$ cat config.mk
export PLATFORM = sky130hd
export DESIGN_NAME = light_adaptive_duty_ramp_flat
export DESIGN_NICKNAME = d
export VERILOG_FILES = /design/src/ladr_pkg.sv /design/src/ladr_if.sv /design/src/light_adaptive_duty_ramp.sv /design/src/flat_wrapper.sv
export SDC_FILE = /design/constraint.sdc
export NUM_CORES = 1
export LEC_CHECK = 0
export ABC_AREA = 1
export BUFFER_PORTS_ARGS = -buffer_cell sky130_fd_sc_hd__buf_4
export CAP_MARGIN = 20
export CELL_PAD_IN_SITES_DETAIL_PLACEMENT = 0
export CELL_PAD_IN_SITES_GLOBAL_PLACEMENT = 1
export CORE_AREA = 2 2 75 148
export DETAILED_ROUTE_END_ITERATION = 8
export DIE_AREA = 0 0 77 150
export PLACE_DENSITY = 0.72
export SYNTH_ARGS = -nofsm -noshare
export SYNTH_HDL_FRONTEND = slang
export SYNTH_SLANG_ARGS = --single-unit
$ cat constraint.sdc
create_clock -name clk -period 4.62 [get_ports clk]
set_clock_uncertainty 0.1 [all_clocks]
set_input_delay 0.924 -clock clk [delete_from_list [all_inputs] [get_ports clk]]
set_output_delay 0.924 -clock clk [all_outputs]
set_load 0.1 [all_outputs]
$ cat src/ladr_pkg.sv
`timescale 1ns / 1ps
// ----------------------------------------------------------------------------
// ladr_pkg: shared types and constants of the light adaptive duty ramp
// Field widths, mode thresholds, base duties, offset tables and register
// indexes used by the channel interfaces and the top level.
// ----------------------------------------------------------------------------
package ladr_pkg;

  // Field widths
  localparam int LIGHT_W  = 8;
  localparam int DUTY_W   = 7;
  localparam int PERIOD_W = 8;
  localparam int TICK_W   = 8;
  localparam int STEP_W   = 4;

  // Configuration port
  localparam int CFG_IDX_W  = 1;
  localparam int CFG_DATA_W = 8;

  typedef logic [CFG_IDX_W-1:0] cfg_idx_t;

  localparam cfg_idx_t CFG_STEP_PERIOD  = 1'b0;
  localparam cfg_idx_t CFG_DUTY_CEILING = 1'b1;

  localparam logic [PERIOD_W-1:0] STEP_PERIOD_RST  = 8'd4;
  localparam logic [DUTY_W-1:0]   DUTY_CEILING_RST = 7'd100;

  // Number of steps in one ramp
  localparam logic [STEP_W-1:0] RAMP_STEPS = 4'd11;

  // Light thresholds for the mode choice
  localparam logic [LIGHT_W-1:0] LIGHT_DARK  = 8'd20;
  localparam logic [LIGHT_W-1:0] LIGHT_DUSK  = 8'd40;
  localparam logic [LIGHT_W-1:0] LIGHT_DIM   = 8'd50;
  localparam logic [LIGHT_W-1:0] LIGHT_MID   = 8'd70;

  // Base duties of the five light bands
  localparam logic [DUTY_W-1:0] BASE_NIGHT_DARK = 7'd15;
  localparam logic [DUTY_W-1:0] BASE_NIGHT_DUSK = 7'd20;
  localparam logic [DUTY_W-1:0] BASE_DAY_DIM    = 7'd42;
  localparam logic [DUTY_W-1:0] BASE_DAY_MID    = 7'd80;
  localparam logic [DUTY_W-1:0] BASE_DAY_BRIGHT = 7'd90;

  // Indicator lamps: bit 0 night lamp, bit 1 day lamp
  typedef logic [1:0] lamp_t;
  localparam lamp_t LAMPS_OFF = 2'b00;
  localparam lamp_t LAMP_NIGHT = 2'b01;
  localparam lamp_t LAMP_DAY   = 2'b10;

  // One result item
  typedef struct packed {
    logic              duty_update;
    logic [DUTY_W-1:0] duty;
    logic              night_indicator;
    logic              day_indicator;
    logic              busy_res;
  } ladr_res_t;

  // Night mode offset of one ramp step; steps past the table add nothing.
  function automatic logic [DUTY_W-1:0] night_offset(input logic [STEP_W-1:0] idx);
    logic [DUTY_W-1:0] val;
    case (idx)
      4'd0:    val = 7'd0;
      4'd1:    val = 7'd1;
      4'd2:    val = 7'd1;
      4'd3:    val = 7'd3;
      4'd4:    val = 7'd7;
      4'd5:    val = 7'd16;
      4'd6:    val = 7'd16;
      4'd7:    val = 7'd14;
      4'd8:    val = 7'd12;
      4'd9:    val = 7'd10;
      4'd10:   val = 7'd8;
      default: val = 7'd0;
    endcase
    return val;
  endfunction

  // Day mode offset of one ramp step; steps past the table add nothing.
  function automatic logic [DUTY_W-1:0] day_offset(input logic [STEP_W-1:0] idx);
    logic [DUTY_W-1:0] val;
    case (idx)
      4'd0:    val = 7'd0;
      4'd1:    val = 7'd4;
      4'd2:    val = 7'd7;
      4'd3:    val = 7'd16;
      4'd4:    val = 7'd44;
      4'd5:    val = 7'd59;
      4'd6:    val = 7'd59;
      4'd7:    val = 7'd55;
      4'd8:    val = 7'd50;
      4'd9:    val = 7'd45;
      4'd10:   val = 7'd40;
      default: val = 7'd0;
    endcase
    return val;
  endfunction

endpackage

$ cat src/ladr_if.sv
`timescale 1ns / 1ps
// ----------------------------------------------------------------------------
// ladr_in_if / ladr_out_if: tick and result channels
// Valid/ready channels; an item moves at a clock edge with valid and ready high.
// ----------------------------------------------------------------------------
interface ladr_in_if;
  logic                         valid;
  logic                         ready;
  logic                         button_level;
  logic [ladr_pkg::LIGHT_W-1:0] light_level;

  modport source (output valid, output button_level, output light_level, input ready);
  modport sink   (input valid, input button_level, input light_level, output ready);
endinterface

interface ladr_out_if;
  logic                        valid;
  logic                        ready;
  logic                        duty_update;
  logic [ladr_pkg::DUTY_W-1:0] duty;
  logic                        night_indicator;
  logic                        day_indicator;
  logic                        busy_res;

  modport source (output valid, output duty_update, output duty, output night_indicator,
                  output day_indicator, output busy_res, input ready);
  modport sink   (input valid, input duty_update, input duty, input night_indicator,
                  input day_indicator, input busy_res, output ready);
endinterface

$ cat src/light_adaptive_duty_ramp.sv
`timescale 1ns / 1ps
// A result item is registered in the two-entry output buffer: in its main slot,
// or in its skid slot while the main slot waits. One tick item is taken per
// cycle while the skid slot is empty; the ramp state is updated in the cycle
// the item is accepted. Reset (synchronous, active low) sets the ramp idle,
// both lamps off, step_period to 4, duty_ceiling to 100 and empties the buffer.
// ----------------------------------------------------------------------------
// light_adaptive_duty_ramp: button-started duty ramp with light-chosen mode
// A falling button edge picks night or day mode from the light level; every
// step_period ticks the next table offset is added to the base duty, capped
// at duty_ceiling and issued, until all ramp steps are done.
// ----------------------------------------------------------------------------
module light_adaptive_duty_ramp (
  input  logic                          clk,
  input  logic                          rst_n,
  input  logic                          cfg_wr_en,
  input  logic [ladr_pkg::CFG_IDX_W-1:0]  cfg_index,
  input  logic [ladr_pkg::CFG_DATA_W-1:0] cfg_wdata,
  ladr_in_if.sink                       in_ch,
  ladr_out_if.source                    out_ch
);
  import ladr_pkg::*;

  // Configuration registers
  logic [PERIOD_W-1:0] step_period_r;
  logic [DUTY_W-1:0]   duty_ceiling_r;

  // Ramp state
  logic                prev_btn_r, prev_btn_nxt;
  logic                running_r, running_nxt;
  logic [DUTY_W-1:0]   base_r, base_nxt;
  logic [TICK_W-1:0]   tick_r, tick_nxt;
  logic [STEP_W-1:0]   step_r, step_nxt;
  lamp_t               lamp_r, lamp_nxt;

  // Output buffer: main slot drives the port, skid slot catches one stall
  ladr_res_t           main_r, main_nxt, skid_r, skid_nxt;
  logic                main_vld_r, main_vld_nxt, skid_vld_r, skid_vld_nxt;

  logic                accept, pop, main_free;
  logic                press, night_pick, fire, done;
  logic [DUTY_W-1:0]   base_pick, offset, sat;
  logic [DUTY_W:0]     sum;
  logic [TICK_W-1:0]   tick_inc;
  logic [STEP_W-1:0]   step_inc;
  ladr_res_t           res;

  assign accept    = in_ch.valid && in_ch.ready;
  assign pop       = main_vld_r && out_ch.ready;
  assign main_free = !main_vld_r || pop;
  assign in_ch.ready = !skid_vld_r;

  // Configuration writes
  always_ff @(posedge clk) begin
    if (!rst_n) begin
      step_period_r  <= STEP_PERIOD_RST;
      duty_ceiling_r <= DUTY_CEILING_RST;
    end else if (cfg_wr_en) begin
      case (cfg_index)
        CFG_STEP_PERIOD:  step_period_r  <= cfg_wdata[PERIOD_W-1:0];
        CFG_DUTY_CEILING: duty_ceiling_r <= cfg_wdata[DUTY_W-1:0];
        default: ;
      endcase
    end
  end

  // Mode choice from the light level, used only on a press edge
  assign night_pick = in_ch.light_level <= LIGHT_DUSK;
  always_comb begin
    if (in_ch.light_level <= LIGHT_DARK) begin
      base_pick = BASE_NIGHT_DARK;
    end else if (in_ch.light_level <= LIGHT_DUSK) begin
      base_pick = BASE_NIGHT_DUSK;
    end else if (in_ch.light_level <= LIGHT_DIM) begin
      base_pick = BASE_DAY_DIM;
    end else if (in_ch.light_level <= LIGHT_MID) begin
      base_pick = BASE_DAY_MID;
    end else begin
      base_pick = BASE_DAY_BRIGHT;
    end
  end

  // Per-item ramp update: a press restarts, then the running tick is counted
  assign press = prev_btn_r && !in_ch.button_level;
  always_comb begin
    prev_btn_nxt = in_ch.button_level;
    running_nxt  = running_r;
    base_nxt     = base_r;
    tick_nxt     = tick_r;
    step_nxt     = step_r;
    lamp_nxt     = lamp_r;
    if (press) begin
      running_nxt = 1'b1;
      base_nxt    = base_pick;
      tick_nxt    = '0;
      step_nxt    = '0;
      lamp_nxt    = night_pick ? LAMP_NIGHT : LAMP_DAY;
    end

    tick_inc = tick_nxt + 1'b1;
    fire     = running_nxt && (tick_inc >= step_period_r);
    offset   = lamp_nxt[0] ? night_offset(step_nxt) : day_offset(step_nxt);
    sum      = {1'b0, base_nxt} + {1'b0, offset};
    sat      = (sum > {1'b0, duty_ceiling_r}) ? duty_ceiling_r : sum[DUTY_W-1:0];
    step_inc = step_nxt + 1'b1;
    done     = (step_inc >= RAMP_STEPS) || (step_inc == '0);

    res.duty_update     = fire;
    res.duty            = fire ? sat : '0;
    res.night_indicator = lamp_nxt[0];
    res.day_indicator   = lamp_nxt[1];
    res.busy_res        = running_nxt && !(fire && done);

    if (running_nxt) begin
      tick_nxt = fire ? '0 : tick_inc;
      if (fire) begin
        step_nxt = step_inc;
        if (done) begin
          running_nxt = 1'b0;
        end
      end
    end
  end

  // Ramp state registers advance only on an accepted item
  always_ff @(posedge clk) begin
    if (!rst_n) begin
      prev_btn_r <= 1'b1;
      running_r  <= 1'b0;
      base_r     <= '0;
      tick_r     <= '0;
      step_r     <= '0;
      lamp_r     <= LAMPS_OFF;
    end else if (accept) begin
      prev_btn_r <= prev_btn_nxt;
      running_r  <= running_nxt;
      base_r     <= base_nxt;
      tick_r     <= tick_nxt;
      step_r     <= step_nxt;
      lamp_r     <= lamp_nxt;
    end
  end

  // Output buffer steering
  always_comb begin
    main_nxt     = main_r;
    main_vld_nxt = main_vld_r;
    skid_nxt     = skid_r;
    skid_vld_nxt = skid_vld_r;
    if (main_free) begin
      if (skid_vld_r) begin
        main_nxt     = skid_r;
        main_vld_nxt = 1'b1;
        skid_vld_nxt = 1'b0;
      end else begin
        main_nxt     = res;
        main_vld_nxt = accept;
      end
    end else if (accept) begin
      skid_nxt     = res;
      skid_vld_nxt = 1'b1;
    end
  end

  always_ff @(posedge clk) begin
    if (!rst_n) begin
      main_vld_r <= 1'b0;
      skid_vld_r <= 1'b0;
    end else begin
      main_vld_r <= main_vld_nxt;
      skid_vld_r <= skid_vld_nxt;
    end
  end

  always_ff @(posedge clk) begin
    main_r <= main_nxt;
    skid_r <= skid_nxt;
  end

  assign out_ch.valid           = main_vld_r;
  assign out_ch.duty_update     = main_r.duty_update;
  assign out_ch.duty            = main_r.duty;
  assign out_ch.night_indicator = main_r.night_indicator;
  assign out_ch.day_indicator   = main_r.day_indicator;
  assign out_ch.busy_res        = main_r.busy_res;

  // The skid slot is only filled behind a waiting main slot.
  assert property (@(posedge clk) disable iff (!rst_n) skid_vld_r |-> main_vld_r)
    else $error("skid slot holds an item while the main slot is empty");

  // A running ramp always has exactly one lamp lit.
  assert property (@(posedge clk) disable iff (!rst_n) running_r |-> $onehot(lamp_r))
    else $error("running ramp without exactly one indicator lamp");

  // A running ramp never sits past its last step.
  assert property (@(posedge clk) disable iff (!rst_n) running_r |-> (step_r < RAMP_STEPS))
    else $error("ramp step index past the last step while running");

  // A result item without an update carries a zero duty.
  assert property (@(posedge clk) disable iff (!rst_n)
                   (main_vld_r && !main_r.duty_update) |-> (main_r.duty == '0))
    else $error("nonzero duty on an item without a duty update");

  // Without a press, a running ramp stops only on an item that issues a step.
  assert property (@(posedge clk) disable iff (!rst_n)
                   (accept && running_r && !press && !running_nxt) |-> fire)
    else $error("ramp stopped without issuing its last step");

endmodule

$ cat src/flat_wrapper.sv
// flat-port wrapper written by rule: the top's interface ports become plain ports
module light_adaptive_duty_ramp_flat import ladr_pkg::*;
  (clk, rst_n, cfg_wr_en, cfg_index, cfg_wdata, in_ch_valid, in_ch_button_level, in_ch_light_level, in_ch_ready, out_ch_valid, out_ch_duty_update, out_ch_duty, out_ch_night_indicator, out_ch_day_indicator, out_ch_busy_res, out_ch_ready);
  ladr_in_if in_ch_i ();
  ladr_out_if out_ch_i ();
  input  logic clk;
  input  logic rst_n;
  input  logic cfg_wr_en;
  input  logic [ladr_pkg::CFG_IDX_W-1:0] cfg_index;
  input  logic [ladr_pkg::CFG_DATA_W-1:0] cfg_wdata;
  input wire logic [$bits(in_ch_i.valid)-1:0] in_ch_valid;
  input wire logic [$bits(in_ch_i.button_level)-1:0] in_ch_button_level;
  input wire logic [$bits(in_ch_i.light_level)-1:0] in_ch_light_level;
  output wire logic [$bits(in_ch_i.ready)-1:0] in_ch_ready;
  output wire logic [$bits(out_ch_i.valid)-1:0] out_ch_valid;
  output wire logic [$bits(out_ch_i.duty_update)-1:0] out_ch_duty_update;
  output wire logic [$bits(out_ch_i.duty)-1:0] out_ch_duty;
  output wire logic [$bits(out_ch_i.night_indicator)-1:0] out_ch_night_indicator;
  output wire logic [$bits(out_ch_i.day_indicator)-1:0] out_ch_day_indicator;
  output wire logic [$bits(out_ch_i.busy_res)-1:0] out_ch_busy_res;
  input wire logic [$bits(out_ch_i.ready)-1:0] out_ch_ready;
  assign in_ch_i.valid = in_ch_valid;
  assign in_ch_i.button_level = in_ch_button_level;
  assign in_ch_i.light_level = in_ch_light_level;
  assign in_ch_ready = in_ch_i.ready;
  assign out_ch_valid = out_ch_i.valid;
  assign out_ch_duty_update = out_ch_i.duty_update;
  assign out_ch_duty = out_ch_i.duty;
  assign out_ch_night_indicator = out_ch_i.night_indicator;
  assign out_ch_day_indicator = out_ch_i.day_indicator;
  assign out_ch_busy_res = out_ch_i.busy_res;
  assign out_ch_i.ready = out_ch_ready;
  light_adaptive_duty_ramp u_core (.clk(clk), .rst_n(rst_n), .cfg_wr_en(cfg_wr_en), .cfg_index(cfg_index), .cfg_wdata(cfg_wdata), .in_ch(in_ch_i), .out_ch(out_ch_i));
endmodule
==> qor.txt <==
filler cell count - 1119
Avg WL per Cell - 13.71 um
multi-input logic area - 0.002064 mm^2
Crit Reg-Reg Endpoint - u_core.out_ch.duty[0]$_DFFE_PP_
critical path capture point - u_core.out_ch.duty[0]$_DFFE_PP_
Port Buffer Count - 35
RSZ-0062 raised after global routing - false
gr busiest metal - met2
Least-Margin Pin Slew - 0.9908 ns
first-pass GRT wire length - 16.39 mm
placed inst area - 0.004487 mm^2
Root Buffer - clkbuf_16
leakage - 0.002296 uW
Post-Syn Area per Cell - 7.519 um^2
Hold-fix buffers, CTS - 0
post-route insts no fill - 723
vias - 3554
grt met3 use - 3.257%
worst r2r src - u_core.step_r[0]$_SDFFE_PN0P_
first-pass iteration count of the detailed router - 4
Post-DP HPWL - 7.742 mm
Detailed Route WL - 9.911 mm
register area - 0.001461 mm^2
Final setup viols - 0
vias in the first global route - 3544
Vias/cell - 4.916
overall routing resource usage - 18.40%
CP Launch Type - input pin
drt drc - 0
fmax - 235.9 MHz
pwr dens - 365.1 mW/mm^2
Num CTS Buffers - 9
final max-slew violation count - 0
crit path from - in_ch_light_level[7]
Syn Nets - 577
Yosys reg bits - 62
Worst EP required - 4.61 ns
Placeable Area - 0.01048 mm^2
VDD IR max - 0.0002265 V
share of cells above drive strength 1 - 18.09%
Placed Cells - 707
DR iter-0 viols - 130
final hold vios - 0
met1 usage - 17.70%
synthesized cell area - 0.003940 mm^2
CP arrival - 4.23 ns
Final Cell Area - 0.004812 mm^2
Max Root-Sink Buffers - 2
GRT overflow - 0
minimum clock period - 4.240 ns
clk sinks - 62
fin crit share - 91.77%
r2r setup slk - 0.66 ns
peak fanout along the critical path - 9
IO Pins - 36
sequential element share of the synthesized area - 37.09%
Max transition margin - 33.70%
initial core utilization - 37.60%
Die H - 150 um
routability-driven placement congestion ratio - 0.9137
FP Rows - 53
Post-DRT Antenna Nets - 0
status - completed
initial antenna violation count - 0
clock latency on the worst-skew pair - 0.33 ns
setup slack after layout - 0.3804 ns
Layout area overhead - 22.13%
H-Tree Depth - 3
crit end category - flop
r2r worst-path depth - 24
pre-CTS WS - -0.06313 ns
antenna cells - 0
largest net degree at the start of global routing - 24
clk slew on worst S/H paths - 0.06 ns
chip width - 77 um
Syn Inst Count - 524
met2 usage - 36.32%
nets - 634
max-cap viol count - 0
Critical Setup Path Class - in -> reg
Synth cell types - 45
Syn. warnings - 0
die area - 0.01155 mm^2
CTS tree - built
worst min path class - reg -> reg
==> routing by layer <==
layer	vias up	wire length, um	share of wire (%)
met5	-	0	0
met4	0	357	3.6
met3	25	297	3.0
met2	64	5587	56
met1	1636	3668	37
li1	1829	-	-
==> cell usage after synthesis, drive strengths merged <==
cell    instances  area, um^2
dfxtp          40       800.8
nor2           43       230.2
o22ai           1       6.260
o21bai          4       30.03
inv            91       341.6
ha             29       362.9
o221ai          1       8.760
nand2         123       484.2
o21ai          31       166.4
xnor2           1       8.760
and3            1       6.260
nand3b          2       15.01
a21oi          41       209.0
a31o            1       8.760
o211ai          7       52.55
edfxtp         22       660.6
a31oi           4       25.02
o21a            1       7.510
nor3            4       31.28
o31ai           2       15.01
a211oi          1       7.510
nor4            1       6.260
fa              1       20.02
a22oi           4       30.03
xor2            8       70.07
or2             1       6.260
clkinv          2       7.510
buf             6       41.28
clkbuf          7       26.28
nand3          30       165.2
nand4          13       81.33
a21o            1       7.510
==> layout by cell type, fill, tap and decap left out, types with 4 or more instances in the layout <==
cell	instances
nand4_1	13
o21bai_1	4
xor2_1	8
inv_2	5
nand2_2	7
a31oi_1	4
ha_1	29
clkbuf_16	9
nor2_4	6
dfxtp_1	40
nand2_1	115
a21oi_1	40
nor2_1	33
a22oi_1	4
nand3_1	27
buf_4	59
edfxtp_1	22
inv_1	86
o21ai_1	4
o211ai_1	7
o21ai_0	24
==> how the worst min path moves through the flow <==
stage / start / endpoint / slack (ns) / depth (start not counted)
floorplan: u_core.step_period_r[1]$_SDFFE_PN0P_ / u_core.step_period_r[1]$_SDFFE_PN0P_ / 0.34 / 2
global placement: u_core.step_period_r[6]$_SDFFE_PN0P_ / u_core.step_period_r[6]$_SDFFE_PN0P_ / 0.35 / 2
detailed placement: u_core.tick_r[5]$_SDFFE_PN0P_ / u_core.tick_r[5]$_SDFFE_PN0P_ / 0.36 / 2
CTS: u_core.tick_r[5]$_SDFFE_PN0P_ / u_core.tick_r[5]$_SDFFE_PN0P_ / 0.37 / 2
global route: u_core.step_period_r[1]$_SDFFE_PN0P_ / u_core.step_period_r[1]$_SDFFE_PN0P_ / 0.39 / 2
finish: u_core.tick_r[5]$_SDFFE_PN0P_ / u_core.tick_r[5]$_SDFFE_PN0P_ / 0.36 / 2
==> what timing repair did <==
| item | CTS | global route |
|---|---|---|
| gates resized for setup | 0 | 2 |
| buffers inserted | 0 | 0 |
| setup endpoints to repair | 0 | 14 |
==> metrics by stage <==
stage               setup TNS [ns]  power [uW]  utilization, %  hold WS (ns)
finish                           0        1757           45.93        0.3625
detailed placement         -0.5049        1033           42.82        0.3559
CTS                              0        1776           45.90        0.3652
floorplan                        0       912.1               -        0.3353
global route                     0        1846           45.93        0.3946
global placement           -0.2799        1029           42.82        0.3521
==> kinds of logic (layout without fill, tap and decap cells) <==
| family | Yosys count | in the layout | share of synthesized area [%] |
|---|---|---|---|
| AOI/OAI and AO/OA | 99 | 99 | 14.58 |
| DFF | 62 | 62 | 37.09 |
| xor gates and xnor gates | 9 | 9 | 2.001 |
| adders and majority gates | 30 | 30 | 9.717 |
| and+or+nand+nor | 218 | 218 | 26.04 |
| buffers and inverters | 106 | 168 | 10.57 |
==> critical path: stages <==
cell and delay [ns]:
buf_4 0.12, nor2_1 0.14, nand2_1 0.09, a31o_1 0.21
nand2_1 0.09, o21ai_2 0.12, buf_4 0.16, inv_1 0.12
nand2_1 0.09, o21ai_2 0.10, inv_1 0.07, ha_1 0.27
nand2_1 0.06, nor2_1 0.10, nand2_1 0.05, nand3_1 0.11
xor2_1 0.20, inv_1 0.07, ha_1 0.31, a21o_1 0.16
a21oi_1 0.12, nand2_1 0.08, nand2_2 0.13, nand3_1 0.15
nand4_1 0.12, nand2_1 0.06
==> where the power goes <==
part	total, uW	internal (uW)	switching [uW]	leakage [uW]
Sequential	613	599	13.1	0.000560
Clock	736	474	263	0.000152
Combinational	408	132	276	0.00158
==> sequential cells by signal, indices dropped and copies added (netlist names) <==
signal	cells
u_core.out_ch.duty	7
u_core.tick_r	8
u_core.out_ch.busy_res	1
u_core.out_ch.duty_update	1
u_core.out_ch.day_indicator	1
u_core.out_ch.night_indicator	1
u_core.duty_ceiling_r	7
u_core.prev_btn_r	1
u_core.skid_vld_r	1
u_core.skid_r	11
u_core.out_ch.valid	1
u_core.step_r	4
u_core.step_period_r	8
u_core.lamp_r	2
u_core.base_r	7
u_core.running_r	1
==> area by class of cell <==
| class | instances | area share (%) |
|---|---|---|
| Multi-Input combinational cell | 356 | 42.90 |
| Clock buffer | 9 | 4.680 |
| Sequential cell | 62 | 30.37 |
| Tap cell | 137 | 3.562 |
| Inverter | 93 | 7.254 |
| Timing Repair Buffer | 59 | 9.204 |
| Clock inverter | 7 | 2.028 |
(Power assumes the default switching activity.)
